[config.mk]
export PLATFORM = sky130hd
export DESIGN_NAME = bit_serial_crc_generator
export DESIGN_NICKNAME = d
export VERILOG_FILES = /design/src/rtl/core/bscrc_pkg.sv /design/src/rtl/core/bscrc_front.sv /design/src/rtl/core/bscrc_queue.sv /design/src/rtl/core/bscrc_back.sv /design/src/rtl/core/bit_serial_crc_generator.sv
export SDC_FILE = /design/constraint.sdc
export NUM_CORES = 1
export LEC_CHECK = 0
export ABC_AREA = 1
export BUFFER_PORTS_ARGS = -buffer_cell sky130_fd_sc_hd__buf_2
export CAP_MARGIN = 20
export CORE_MARGIN = 5
export CORE_UTILIZATION = 60
export CTS_CLUSTER_SIZE = 28
export DETAILED_ROUTE_END_ITERATION = 10
export GPL_TIMING_DRIVEN = 0
export PLACE_DENSITY_LB_ADDON = 0.05
export SLEW_MARGIN = 20
export SYNTH_ARGS = -nofsm -noshare
export SYNTH_HDL_FRONTEND = slang
export SYNTH_SLANG_ARGS = --single-unit
[constraint.sdc]
create_clock -name aclk -period 4.31 [get_ports aclk]
set_input_delay 1.293 -clock aclk [delete_from_list [all_inputs] [get_ports aclk]]
set_output_delay 1.293 -clock aclk [all_outputs]
set_load 0.005 [all_outputs]
[src/rtl/core/bscrc_pkg.sv]
// Shared types and constants for the bit-serial CRC generator.
package bscrc_pkg;

    localparam int CRC_OUT_W     = 32;
    localparam int CRC_BIT_IDX_W = $clog2(CRC_OUT_W);
    localparam int WIDTH_W       = 6;
    localparam int POLY_W        = 33;
    localparam int CFG_DATA_W    = 33;
    localparam int CFG_INDEX_W   = 2;
    localparam int QUEUE_DEPTH   = 2;

    localparam logic [WIDTH_W-1:0]   MIN_CRC_WIDTH  = 6'd4;
    localparam logic [WIDTH_W-1:0]   CRC_WIDTH_RST  = 6'd24;
    localparam logic [POLY_W-1:0]    POLY_RST       = 33'd25578747;
    localparam logic [CRC_OUT_W-1:0] INIT_RST       = '0;
    localparam logic                 APPEND_RST     = 1'b0;

    typedef enum logic [CFG_INDEX_W-1:0] {
        CFG_CRC_WIDTH     = 2'd0,
        CFG_POLYNOMIAL    = 2'd1,
        CFG_INIT_VALUE    = 2'd2,
        CFG_APPEND_ENABLE = 2'd3
    } cfg_index_t;

    typedef enum logic {
        KIND_CRC = 1'b0,
        KIND_BIT = 1'b1
    } result_kind_t;

    // one finished message handed from the front end to the emitter
    typedef struct packed {
        logic [CRC_OUT_W-1:0] crc;
        logic [WIDTH_W-1:0]   width;
        logic                 append;
    } job_t;

    typedef struct packed {
        logic full;
        logic empty;
    } queue_status_t;

endpackage

[src/rtl/core/bscrc_front.sv]
// Front end: takes message bits and runs the CRC shift register.
module bscrc_front #(
    parameter int MAX_CRC_WIDTH = 32
) (
    input  logic                                 aclk,
    input  logic                                 aresetn,
    input  logic                                 s_valid,
    output logic                                 s_ready,
    input  logic                                 s_data_bit,
    input  logic                                 s_end_of_message,
    input  logic [bscrc_pkg::WIDTH_W-1:0]        eff_width,
    input  logic [bscrc_pkg::POLY_W-1:0]         polynomial,
    input  logic [bscrc_pkg::CRC_OUT_W-1:0]      init_value,
    input  logic                                 append_enable,
    input  bscrc_pkg::queue_status_t             q_stat,
    output logic                                 push,
    output bscrc_pkg::job_t                      push_job
);

    localparam int IDX_W = $clog2(MAX_CRC_WIDTH);

    logic [MAX_CRC_WIDTH-1:0] crc_reg, crc_next;
    logic                     in_msg_reg, in_msg_next;
    logic [MAX_CRC_WIDTH-1:0] mask;
    logic [MAX_CRC_WIDTH-1:0] cur;
    logic [IDX_W-1:0]         top_idx;
    logic                     fb;
    logic                     accept;

    assign s_ready = !q_stat.full;
    assign accept  = s_valid && s_ready;

    always_comb begin
        for (int i = 0; i < MAX_CRC_WIDTH; i++) begin
            mask[i] = (bscrc_pkg::WIDTH_W'(i) < eff_width);
        end
    end

    assign top_idx = IDX_W'(eff_width - bscrc_pkg::WIDTH_W'(1));

    always_comb begin
        // first bit of a message starts from the init value
        cur = (in_msg_reg ? crc_reg : init_value[MAX_CRC_WIDTH-1:0]) & mask;
        fb  = cur[top_idx] ^ s_data_bit;
        crc_next = (cur << 1) & mask;
        if (fb) begin
            crc_next = crc_next ^ (polynomial[MAX_CRC_WIDTH-1:0] & mask);
        end
        in_msg_next = !s_end_of_message;
    end

    assign push            = accept && s_end_of_message;
    assign push_job.crc    = bscrc_pkg::CRC_OUT_W'(crc_next);
    assign push_job.width  = eff_width;
    assign push_job.append = append_enable;

    always_ff @(posedge aclk) begin
        if (!aresetn) begin
            crc_reg    <= '0;
            in_msg_reg <= 1'b0;
        end else if (accept) begin
            crc_reg    <= crc_next;
            in_msg_reg <= in_msg_next;
        end
    end

endmodule

[src/rtl/core/bscrc_queue.sv]
// Small job queue between the CRC front end and the result emitter.
module bscrc_queue (
    input  logic                      aclk,
    input  logic                      aresetn,
    input  logic                      push,
    input  bscrc_pkg::job_t           push_job,
    input  logic                      pop,
    output bscrc_pkg::job_t           head,
    output bscrc_pkg::queue_status_t  q_stat
);

    localparam int DEPTH = bscrc_pkg::QUEUE_DEPTH;
    localparam int PTR_W = (DEPTH > 1) ? $clog2(DEPTH) : 1;
    localparam int CNT_W = $clog2(DEPTH + 1);

    bscrc_pkg::job_t  mem [DEPTH];
    logic [PTR_W-1:0] wr_ptr_reg, wr_ptr_next;
    logic [PTR_W-1:0] rd_ptr_reg, rd_ptr_next;
    logic [CNT_W-1:0] count_reg, count_next;
    logic             do_push, do_pop;

    assign do_push = push && !q_stat.full;
    assign do_pop  = pop && !q_stat.empty;

    assign q_stat.full  = (count_reg == CNT_W'(DEPTH));
    assign q_stat.empty = (count_reg == '0);
    assign head         = mem[rd_ptr_reg];

    always_comb begin
        wr_ptr_next = wr_ptr_reg;
        rd_ptr_next = rd_ptr_reg;
        count_next  = count_reg;
        if (do_push) begin
            wr_ptr_next = (wr_ptr_reg == PTR_W'(DEPTH - 1)) ? '0 : wr_ptr_reg + PTR_W'(1);
        end
        if (do_pop) begin
            rd_ptr_next = (rd_ptr_reg == PTR_W'(DEPTH - 1)) ? '0 : rd_ptr_reg + PTR_W'(1);
        end
        if (do_push && !do_pop) begin
            count_next = count_reg + CNT_W'(1);
        end else if (do_pop && !do_push) begin
            count_next = count_reg - CNT_W'(1);
        end
    end

    always_ff @(posedge aclk) begin
        if (do_push) begin
            mem[wr_ptr_reg] <= push_job;
        end
    end

    always_ff @(posedge aclk) begin
        if (!aresetn) begin
            wr_ptr_reg <= '0;
            rd_ptr_reg <= '0;
            count_reg  <= '0;
        end else begin
            wr_ptr_reg <= wr_ptr_next;
            rd_ptr_reg <= rd_ptr_next;
            count_reg  <= count_next;
        end
    end

endmodule

[src/rtl/core/bscrc_back.sv]
// Result emitter: sends the CRC word and, if enabled, the CRC bits MSB first.
module bscrc_back (
    input  logic                                 aclk,
    input  logic                                 aresetn,
    input  bscrc_pkg::job_t                      head,
    input  bscrc_pkg::queue_status_t             q_stat,
    output logic                                 pop,
    output logic                                 m_valid,
    input  logic                                 m_ready,
    output logic                                 m_result_kind,
    output logic [bscrc_pkg::CRC_OUT_W-1:0]      m_crc_value,
    output logic                                 m_appended_bit,
    output logic                                 m_last_result
);

    typedef enum logic [1:0] {
        PH_CRC  = 2'b01,
        PH_BITS = 2'b10
    } phase_t;

    phase_t                                phase_reg, phase_next;
    logic [bscrc_pkg::CRC_BIT_IDX_W-1:0]   bit_idx_reg, bit_idx_next;
    logic                                  m_valid_reg, m_valid_next;
    logic                                  kind_reg, kind_next;
    logic [bscrc_pkg::CRC_OUT_W-1:0]       crc_value_reg, crc_value_next;
    logic                                  app_bit_reg, app_bit_next;
    logic                                  last_reg, last_next;
    logic                                  advance;

    // output register is free or being drained this cycle
    assign advance = !m_valid_reg || m_ready;

    always_comb begin
        phase_next     = phase_reg;
        bit_idx_next   = bit_idx_reg;
        m_valid_next   = m_valid_reg;
        kind_next      = kind_reg;
        crc_value_next = crc_value_reg;
        app_bit_next   = app_bit_reg;
        last_next      = last_reg;
        pop            = 1'b0;
        if (advance) begin
            m_valid_next = 1'b0;
            if (!q_stat.empty) begin
                m_valid_next = 1'b1;
                case (phase_reg)
                    PH_CRC: begin
                        kind_next      = bscrc_pkg::KIND_CRC;
                        crc_value_next = head.crc;
                        app_bit_next   = 1'b0;
                        last_next      = !head.append;
                        if (head.append) begin
                            phase_next   = PH_BITS;
                            bit_idx_next = bscrc_pkg::CRC_BIT_IDX_W'(
                                head.width - bscrc_pkg::WIDTH_W'(1));
                        end else begin
                            pop = 1'b1;
                        end
                    end
                    PH_BITS: begin
                        kind_next      = bscrc_pkg::KIND_BIT;
                        crc_value_next = '0;
                        app_bit_next   = head.crc[bit_idx_reg];
                        last_next      = (bit_idx_reg == '0);
                        if (bit_idx_reg == '0) begin
                            pop        = 1'b1;
                            phase_next = PH_CRC;
                        end else begin
                            bit_idx_next = bit_idx_reg - bscrc_pkg::CRC_BIT_IDX_W'(1);
                        end
                    end
                    default: begin
                        m_valid_next = 1'b0;
                        phase_next   = PH_CRC;
                    end
                endcase
            end
        end
    end

    always_ff @(posedge aclk) begin
        if (!aresetn) begin
            phase_reg   <= PH_CRC;
            bit_idx_reg <= '0;
            m_valid_reg <= 1'b0;
        end else begin
            phase_reg   <= phase_next;
            bit_idx_reg <= bit_idx_next;
            m_valid_reg <= m_valid_next;
        end
    end

    always_ff @(posedge aclk) begin
        kind_reg      <= kind_next;
        crc_value_reg <= crc_value_next;
        app_bit_reg   <= app_bit_next;
        last_reg      <= last_next;
    end

    assign m_valid        = m_valid_reg;
    assign m_result_kind  = kind_reg;
    assign m_crc_value    = crc_value_reg;
    assign m_appended_bit = app_bit_reg;
    assign m_last_result  = last_reg;

endmodule

[src/rtl/core/bit_serial_crc_generator.sv]
// Top level of the bit-serial MSB-first CRC generator.
//
// Message bits enter on the s_ channel, one word per bit, most significant
// first; s_end_of_message marks the last bit. The next bit after an end mark
// starts a new message from init_value. Only end-marked bits produce output.
// For each message the m_ channel delivers one CRC word (m_result_kind = 0),
// then, with append_enable set, L appended-bit words (m_result_kind = 1),
// MSB first. m_last_result flags the final word of each message.
// Input rate: one bit per cycle while s_ready is high; each bit is a single
// LFSR shift in the front end. An end-marked bit's CRC reaches m_ through the
// job queue and the emitter's output register. The emitter sends one word per
// cycle while m_ready is high (L + 1 words per appending message); a two-entry
// job queue lets the front end keep taking bits meanwhile, and s_ready drops
// only while that queue is full. An m_ stall holds the current word and backs
// up into the queue. Reset (aresetn low, synchronous) clears the CRC state,
// queue and output valid and loads the configuration defaults. Configuration
// writes through cfg_we / cfg_index / cfg_wdata take effect on the next bit.
module bit_serial_crc_generator #(
    parameter int MAX_CRC_WIDTH = 32
) (
    input  logic                                    aclk,
    input  logic                                    aresetn,
    input  logic                                    cfg_we,
    input  logic [bscrc_pkg::CFG_INDEX_W-1:0]       cfg_index,
    input  logic [bscrc_pkg::CFG_DATA_W-1:0]        cfg_wdata,
    input  logic                                    s_valid,
    output logic                                    s_ready,
    input  logic                                    s_data_bit,
    input  logic                                    s_end_of_message,
    output logic                                    m_valid,
    input  logic                                    m_ready,
    output logic                                    m_result_kind,
    output logic [bscrc_pkg::CRC_OUT_W-1:0]         m_crc_value,
    output logic                                    m_appended_bit,
    output logic                                    m_last_result
);

    localparam logic [bscrc_pkg::WIDTH_W-1:0] MAX_W = bscrc_pkg::WIDTH_W'(MAX_CRC_WIDTH);

    logic [bscrc_pkg::WIDTH_W-1:0]   crc_width_reg, crc_width_next;
    logic [bscrc_pkg::POLY_W-1:0]    poly_reg, poly_next;
    logic [bscrc_pkg::CRC_OUT_W-1:0] init_reg, init_next;
    logic                            append_reg, append_next;
    logic [bscrc_pkg::WIDTH_W-1:0]   w_sat, eff_width;

    bscrc_pkg::queue_status_t q_stat;
    bscrc_pkg::job_t          push_job, head;
    logic                     push, pop;

    always_comb begin
        crc_width_next = crc_width_reg;
        poly_next      = poly_reg;
        init_next      = init_reg;
        append_next    = append_reg;
        if (cfg_we) begin
            case (cfg_index)
                bscrc_pkg::CFG_CRC_WIDTH:
                    crc_width_next = cfg_wdata[bscrc_pkg::WIDTH_W-1:0];
                bscrc_pkg::CFG_POLYNOMIAL:
                    poly_next = cfg_wdata[bscrc_pkg::POLY_W-1:0];
                bscrc_pkg::CFG_INIT_VALUE:
                    init_next = cfg_wdata[bscrc_pkg::CRC_OUT_W-1:0];
                bscrc_pkg::CFG_APPEND_ENABLE:
                    append_next = cfg_wdata[0];
                default: ;
            endcase
        end
    end

    always_ff @(posedge aclk) begin
        if (!aresetn) begin
            crc_width_reg <= bscrc_pkg::CRC_WIDTH_RST;
            poly_reg      <= bscrc_pkg::POLY_RST;
            init_reg      <= bscrc_pkg::INIT_RST;
            append_reg    <= bscrc_pkg::APPEND_RST;
        end else begin
            crc_width_reg <= crc_width_next;
            poly_reg      <= poly_next;
            init_reg      <= init_next;
            append_reg    <= append_next;
        end
    end

    // clamp to the supported range, then drop to an even width
    always_comb begin
        w_sat = crc_width_reg;
        if (w_sat < bscrc_pkg::MIN_CRC_WIDTH) begin
            w_sat = bscrc_pkg::MIN_CRC_WIDTH;
        end
        if (w_sat > MAX_W) begin
            w_sat = MAX_W;
        end
        eff_width = {w_sat[bscrc_pkg::WIDTH_W-1:1], 1'b0};
    end

    bscrc_front #(
        .MAX_CRC_WIDTH (MAX_CRC_WIDTH)
    ) u_front (
        .aclk             (aclk),
        .aresetn          (aresetn),
        .s_valid          (s_valid),
        .s_ready          (s_ready),
        .s_data_bit       (s_data_bit),
        .s_end_of_message (s_end_of_message),
        .eff_width        (eff_width),
        .polynomial       (poly_reg),
        .init_value       (init_reg),
        .append_enable    (append_reg),
        .q_stat           (q_stat),
        .push             (push),
        .push_job         (push_job)
    );

    bscrc_queue u_queue (
        .aclk     (aclk),
        .aresetn  (aresetn),
        .push     (push),
        .push_job (push_job),
        .pop      (pop),
        .head     (head),
        .q_stat   (q_stat)
    );

    bscrc_back u_back (
        .aclk           (aclk),
        .aresetn        (aresetn),
        .head           (head),
        .q_stat         (q_stat),
        .pop            (pop),
        .m_valid        (m_valid),
        .m_ready        (m_ready),
        .m_result_kind  (m_result_kind),
        .m_crc_value    (m_crc_value),
        .m_appended_bit (m_appended_bit),
        .m_last_result  (m_last_result)
    );

    // a message's words go out without gaps once the first one is taken
    a_no_gap_in_run: assert property (@(posedge aclk) disable iff (!aresetn)
        m_valid && m_ready && !m_last_result |=> m_valid)
        else $error("gap inside a result run");

    // a full queue means the emitter already holds a word
    a_full_implies_busy: assert property (@(posedge aclk) disable iff (!aresetn)
        q_stat.full |-> m_valid)
        else $error("queue full while output idle");

    // unused fields are zero for each result kind
    a_kind_fields: assert property (@(posedge aclk) disable iff (!aresetn)
        m_valid |-> (m_result_kind == bscrc_pkg::KIND_CRC) ? !m_appended_bit
                                                           : (m_crc_value == '0))
        else $error("stray field value in result word");

    // the queue is never pushed while full
    a_no_overflow: assert property (@(posedge aclk) disable iff (!aresetn)
        push |-> !q_stat.full)
        else $error("job queue overflow");

endmodule

==> results.txt, run 1 <==
TritonCTS clock tree: built
total track usage: 0.266
die area: 20300 um2
Setup WS pre-CTS: 0.646 ns
RSZ-0062 raised after global routing: false
max-slew violations: 0
arrival time of the worst setup path: 3.55 ns
skew final: 0.00990 ns
cts bufs inserted: 23
largest net degree at the start of global routing: 33
Final Hold Vio Count: 0
min Tclk post-route: 3.17 ns
adder-cell share of the synthesized area: 0.00713
# port buffers: 77
combinational family with the most area after synthesis: simple AND/OR/NAND/NOR gates
initial DRC count: 719
die width: 142 um
Clk pin slew, worst setup/hold paths: 0.06 ns
grt ovf: 0
drc violations: 0
hold path startpoint: init_reg[28]
synth top area cells: edfxtp_1 31%, dfxtp_1 22%, nand2_1 8.8%
R2R setup slack: 1.20 ns
Worst path depth: 11
Required @ worst endpoint: 4.68 ns
share of the synthesized area in the top cell type: 0.311
max incr delay on CP: 0.43 ns
initial antenna violation count: 0
ANT cells: 0
Placed Cells: 1562
CP startpoint kind: input pin
final non-filler cell total: 1603
vias in the first global route: 7909
R2R cell count: 16
DRT antenna net count: 0
top_reg_cell synth: dfxtp_1
Post-synth EDFFs: 109
R2R Path End: u_queue.mem[1][12]
worst skew pair latency: 0.50 ns
max reg flops: 74
fin nets: 1410
CP bufs+invs: 4
hold buffer count at CTS: 0
Synth warnings: 0
CP max stage cell: clkbuf_1
CP Class: input pin to flip-flop
first-pass GRT wire length: 42600 um
Ports: 79
sequential share of the synthesized area: 0.531
leakage: 5.38 nW
H-Tree Depth: 1
Post-Synthesis Cell Area: 10500 um2
Syn Area/Cell: 8.38 um2
# Post-CTS Setup Buffers: 0
vias per inst: 5.37
Peak Freq: 0.315 GHz
Async SR Flop Fraction: 0
post-synth cell types: 41
HP Class: flip-flop to flip-flop
Cell Chain, Critical Path: buf_2 > nand2_1 > inv_1 > clkbuf_1 > nand2_1 > inv_1 > ha_1 > a21oi_1 > o21ai_0 > o21ai_0 > a21oi_1
Worst Tran Pin Value: 0.710 ns
top post-synthesis cells by count: 246 x nand2_1, 173 x nor2_1, 137 x nand3_1, 125 x inv_1, 116 x dfxtp_1
hold endpoint: init_reg[28]
Routed WL: 27100 um
CTS max path bufs: 3
setup ws final: 1.14 ns
Initial Utilization: 0.611
Root Driver: clkbuf_16
dominant cell type by area after synthesis: edfxtp_1
routability cong.: 0.974
core area: 17200 um2
status: finished, final reports clean
Worst slew margin: 0.527
Hold Path Depth: 2
Worst VDD drop: 0.541 mV
CTS resizes: 0
Post-Syn Nets: 1305
Post-Synth XOR/XNOR Area: 0.0299
drt wl/cell: 16.9 um
final setup fails: 0
Die Height: 142 um
maximum fanout along the worst path: 10
Syn Inst Count: 1257
Area growth syn-to-layout: 14.6%
Critical Path End Type: flip-flop
top-count cell post-synth: nand2_1
std cell rows: 48
final worst path period share: 0.736
Compound-Gate Fraction of Synth Area: 0.0923
mux share of post-synthesis cell area: 0.0276
hpwl dp: 20700 um
Reg2Reg Launch Point: crc_width_reg[4]
Cell Pwr Density: 581 nW/um2
Largest delay share family, worst path: buffers and inverters
drt first pass iters: 5
CTS Sinks: 225
simple-gate share of the synthesized area: 0.236
#FFs+latches synth: 225
layout cells sized above 1: 0.125
Reg with most FFs: u_queue.mem
via count: 8611
maxcap violations: 0
==> cell type report <==
cell class / instances / area [um2]
Sequential cell: 225 / 5600
Fill cell: 1437 / 5170
Multi-Input combinational cell: 834 / 4160
Clock buffer: 27 / 611
Inverter: 137 / 514
Timing Repair Buffer: 80 / 445
Buffer: 61 / 285
Tap cell: 225 / 282
Clock inverter: 14 / 174
==> how the worst max path moves through the flow <==
stage | slack (ns) | startpoint | end
global placement | -1.00 | s_valid | u_queue.mem[1][30]
finish | 1.14 | s_valid | u_queue.count_reg[1]
global route | 1.01 | crc_width_reg[4] | u_queue.mem[1][26]
CTS | 1.18 | s_valid | u_queue.count_reg[1]
floorplan | 0.31 | m_ready | u_queue.count_reg[1]
detailed placement | 0.65 | s_valid | u_queue.count_reg[1]
==> per-stage QoR <==
| step | hold slack (ns) | utilization | power, mW | setup TNS, ns | instance area [um2] |
|---|---|---|---|---|---|
| after global placement | 0.444 | 0.650 | 4.89 | -74.25 | 11200 |
| after global routing | 0.470 | 0.700 | 7.39 | 0 | 12100 |
| after floorplan | 0.424 | - | 4.27 | 0 | 10500 |
| final | 0.458 | 0.700 | 7.01 | 0 | 12100 |
| after CTS | 0.456 | 0.700 | 7.03 | 0 | 12100 |
| after detailed placement | 0.447 | 0.655 | 4.98 | 0 | 11300 |
==> power by group <==
| part | switching, mW | internal [mW] | leakage, nW |
|---|---|---|---|
| Clock | 0.803 | 1.25 | 0.388 |
| Combinational | 1.32 | 0.716 | 3.02 |
| Sequential | 0.153 | 2.76 | 1.97 |
| Total | 2.28 | 4.73 | 5.38 |
==> layout by cell type (no fill, tap or decap), types with 23 or more instances in the layout <==
master,Yosys,final
nand2_1,246,246
nor2_1,173,170
nand3_1,137,137
inv_1,125,125
dfxtp_1,116,116
edfxtp_1,109,109
o21ai_0,97,97
buf_2,12,89
a21oi_1,55,55
clkbuf_1,36,38
mux2i_1,29,29
xor2_1,27,27
clkbuf_16,0,23
==> cells by family after synthesis <==
family / count (synthesis)
mux: 29
buf+inv: 198
simple gates: 583
xor+xnor: 36
compound gates: 180
fa+ha+maj: 6
flops: 225
==> layer usage <==
layer	up-vias	wire, um	GRT usage
li1	4337	-	-
met4	0	663	0.0745
met1	3891	12000	0.373
met5	-	0	0
met3	48	1910	0.0336
met2	335	12600	0.439
==> worst register-to-register path: stages (launching register included) <==
cell and delay (ns):
dfxtp_1 0.36, nor2_4 0.23, buf_6 0.20, a21oi_1 0.08, nor2_1 0.23, inv_1 0.07, ha_1 0.44, inv_1 0.14
nand3_1 0.11, nand3_1 0.06, nand2_1 0.08, inv_2 0.03, nand2_1 0.11, nand3_1 0.18, buf_2 0.25, nand3_1 0.13
nand2_1 0.13
Note: power is estimated with default switching activity, not from simulation.
==> inputs of run 2 (changes only) <==
Settings changed: CORE_UTILIZATION 60 to 54.
Clock period 4.31 ns to 2.66 ns, I/O delays scaled along.
==> run 2 against run 1 <==
Compared with the run above: first-iteration DRC count decreased by 29%; core utilization decreased by 6.5 points; combinational power up 67%; total power is 59% higher; largest power group unchanged; non-clock buffer count grew 3; worst setup slack got worse by 1.1 ns; via count shrank 0.39%; global-route usage decreased by 1.4 points; critical path type is now flip-flop to flip-flop; routed wire length increased by 2.3%; design area grew 1.7%.
==> results.txt, run 2 (synthesis results as in run 1) <==
die area: 22400 um2
TritonCTS clock tree: built
routability cong.: 0.956
Worst VDD drop: 0.498 mV
H-Tree Depth: 1
CTS max path bufs: 3
PnR Total Power: 11.2 mW
Worst Tran Pin Value: 0.883 ns
die width: 150 um
drc violations: 0
max incr delay on CP: 0.37 ns
final worst path period share: 0.972
# port buffers: 77
Setup TNS: 0 ns
hold buffer count at CTS: 0
vias in the first global route: 8124
skew final: 0.0144 ns
fin area: 12300 um2
Clk pin slew, worst setup/hold paths: 0.06 ns
total track usage: 0.253
Routed WL: 27800 um
arrival time of the worst setup path: 2.83 ns
Placed Cells: 1601
largest net degree at the start of global routing: 27
initial antenna violation count: 0
Initial Utilization: 0.545
Crit. Startpoint: crc_width_reg[5]
leakage: 5.39 nW
RSZ-0062 raised after global routing: true
hold path startpoint: init_reg[24]
maxcap violations: 0
Cell Pwr Density: 909 nW/um2
maximum fanout along the worst path: 10
DRT antenna net count: 0
Reg2Reg Launch Point: crc_width_reg[5]
status: finished, final reports clean
Reg with most FFs: u_queue.mem
Peak Freq: 0.387 GHz
HP Class: flip-flop to flip-flop
Area growth syn-to-layout: 16.5%
Seq. cell area: 5600 um2
Critical Path End Type: flip-flop
core area: 19300 um2
placement-stage cell area: 11300 um2
Worst slew margin: 0.411
multi-input logic area: 4330 um2
Cell Chain, Critical Path: nor2_4 > buf_4 > nand2_1 > nand3_4 > buf_8 > ha_4 > inv_1 > nand3_1 > nand3_1 > nand2_1 > inv_2 > nand2_2 > nand3_2 > buf_4 > nand3_1 > nand2_1
most frequent cells in the layout: 224 x nand2_1, 169 x nor2_1, 129 x nand3_1, 124 x inv_1, 113 x dfxtp_1
ANT cells: 0
vias per inst: 5.21
Setup WS pre-CTS: -0.464 ns
setup ws final: 0.0749 ns
CP startpoint kind: flip-flop
fin nets: 1414
Ports: 79
max-slew violations: 0
most common cell after layout, fill and taps aside: nand2_1
grt ovf: 0
cts bufs inserted: 23
worst skew pair latency: 0.52 ns
CP max stage cell: dfxtp_4
drt first pass iters: 5
Die Height: 150 um
first-pass GRT wire length: 44100 um
layout cells sized above 1: 0.153
Root Driver: clkbuf_16
final non-filler cell total: 1647
Required @ worst endpoint: 2.91 ns
Final Hold Vio Count: 0
# fillers: 1726
CTS Sinks: 225
max reg flops: 74
std cell rows: 51
drt wl/cell: 16.9 um
final setup fails: 0
hpwl dp: 20600 um
via count: 8577
initial DRC count: 507
min Tclk post-route: 2.59 ns
CP Class: flip-flop to flip-flop
## run 2: changes by cell type in the layout (fill, tap and decap cells not counted), sizes merged
| cell | change |
|---|---|
| buf | +4 |
| bufinv | -3 |
| clkbuf | +3 |
| clkinv | -2 |
| clkinvlp | +2 |
| inv | -1 |
| nor2 | +1 |
## run 2: final cells by class
class / count / share of cell area
clock buffer: 31 / 0.0493
multi-input combinational: 835 / 0.353
timing repair buffer: 84 / 0.0377
sequential: 225 / 0.457
clock inverter: 10 / 0.00673
buffer: 60 / 0.0274
inverter: 137 / 0.0422
tap: 265 / 0.0270
## run 2: metal layers
layer,global-route usage,part of all wire,vias to the layer above
met5,0,0,-
met1,0.353,0.46,3876
li1,-,-,4353
met4,0.0764,0.025,0
met2,0.409,0.45,295
met3,0.0385,0.062,53
## run 2: final timing paths
| kind | endpoint | cells past startpoint | slack [ns] |
|---|---|---|---|
| hold / removal | init_reg[24] | 2 | 0.45 |
| setup / recovery | u_queue.mem[1][35] | 16 | 0.07 |
| hold reg to reg | init_reg[24] | 2 | 0.45 |
| setup reg to reg | u_queue.mem[1][35] | 16 | 0.07 |
## run 2: what timing repair did
action	4_1_cts	5_1_grt
buffers inserted	3	2
endpoints found under the hold margin	0	0
pin swaps	4	3
endpoints found under the setup margin	149	121
cloned	1	0
resized for setup	14	55
## run 2: through the flow
step	hold WS, ns	util
finish	0.451	0.635
global route	0.470	0.635
CTS	0.455	0.625
global placement	0.444	0.582
detailed placement	0.447	0.585
floorplan	0.424	-
## run 2: where the power goes
part           switching (mW)  internal (mW)
clock network            1.33           1.70
registers               0.244           4.48
logic                    2.20           1.20
## run 2: critical path, delay by kind of cell (launching register included)
family / cells / cell delay (ns)
flip-flops: 1 / 0.37
buffers and inverters: 5 / 0.64
adder cells (fa/ha/maj): 1 / 0.30
AND/OR/NAND/NOR: 10 / 0.99
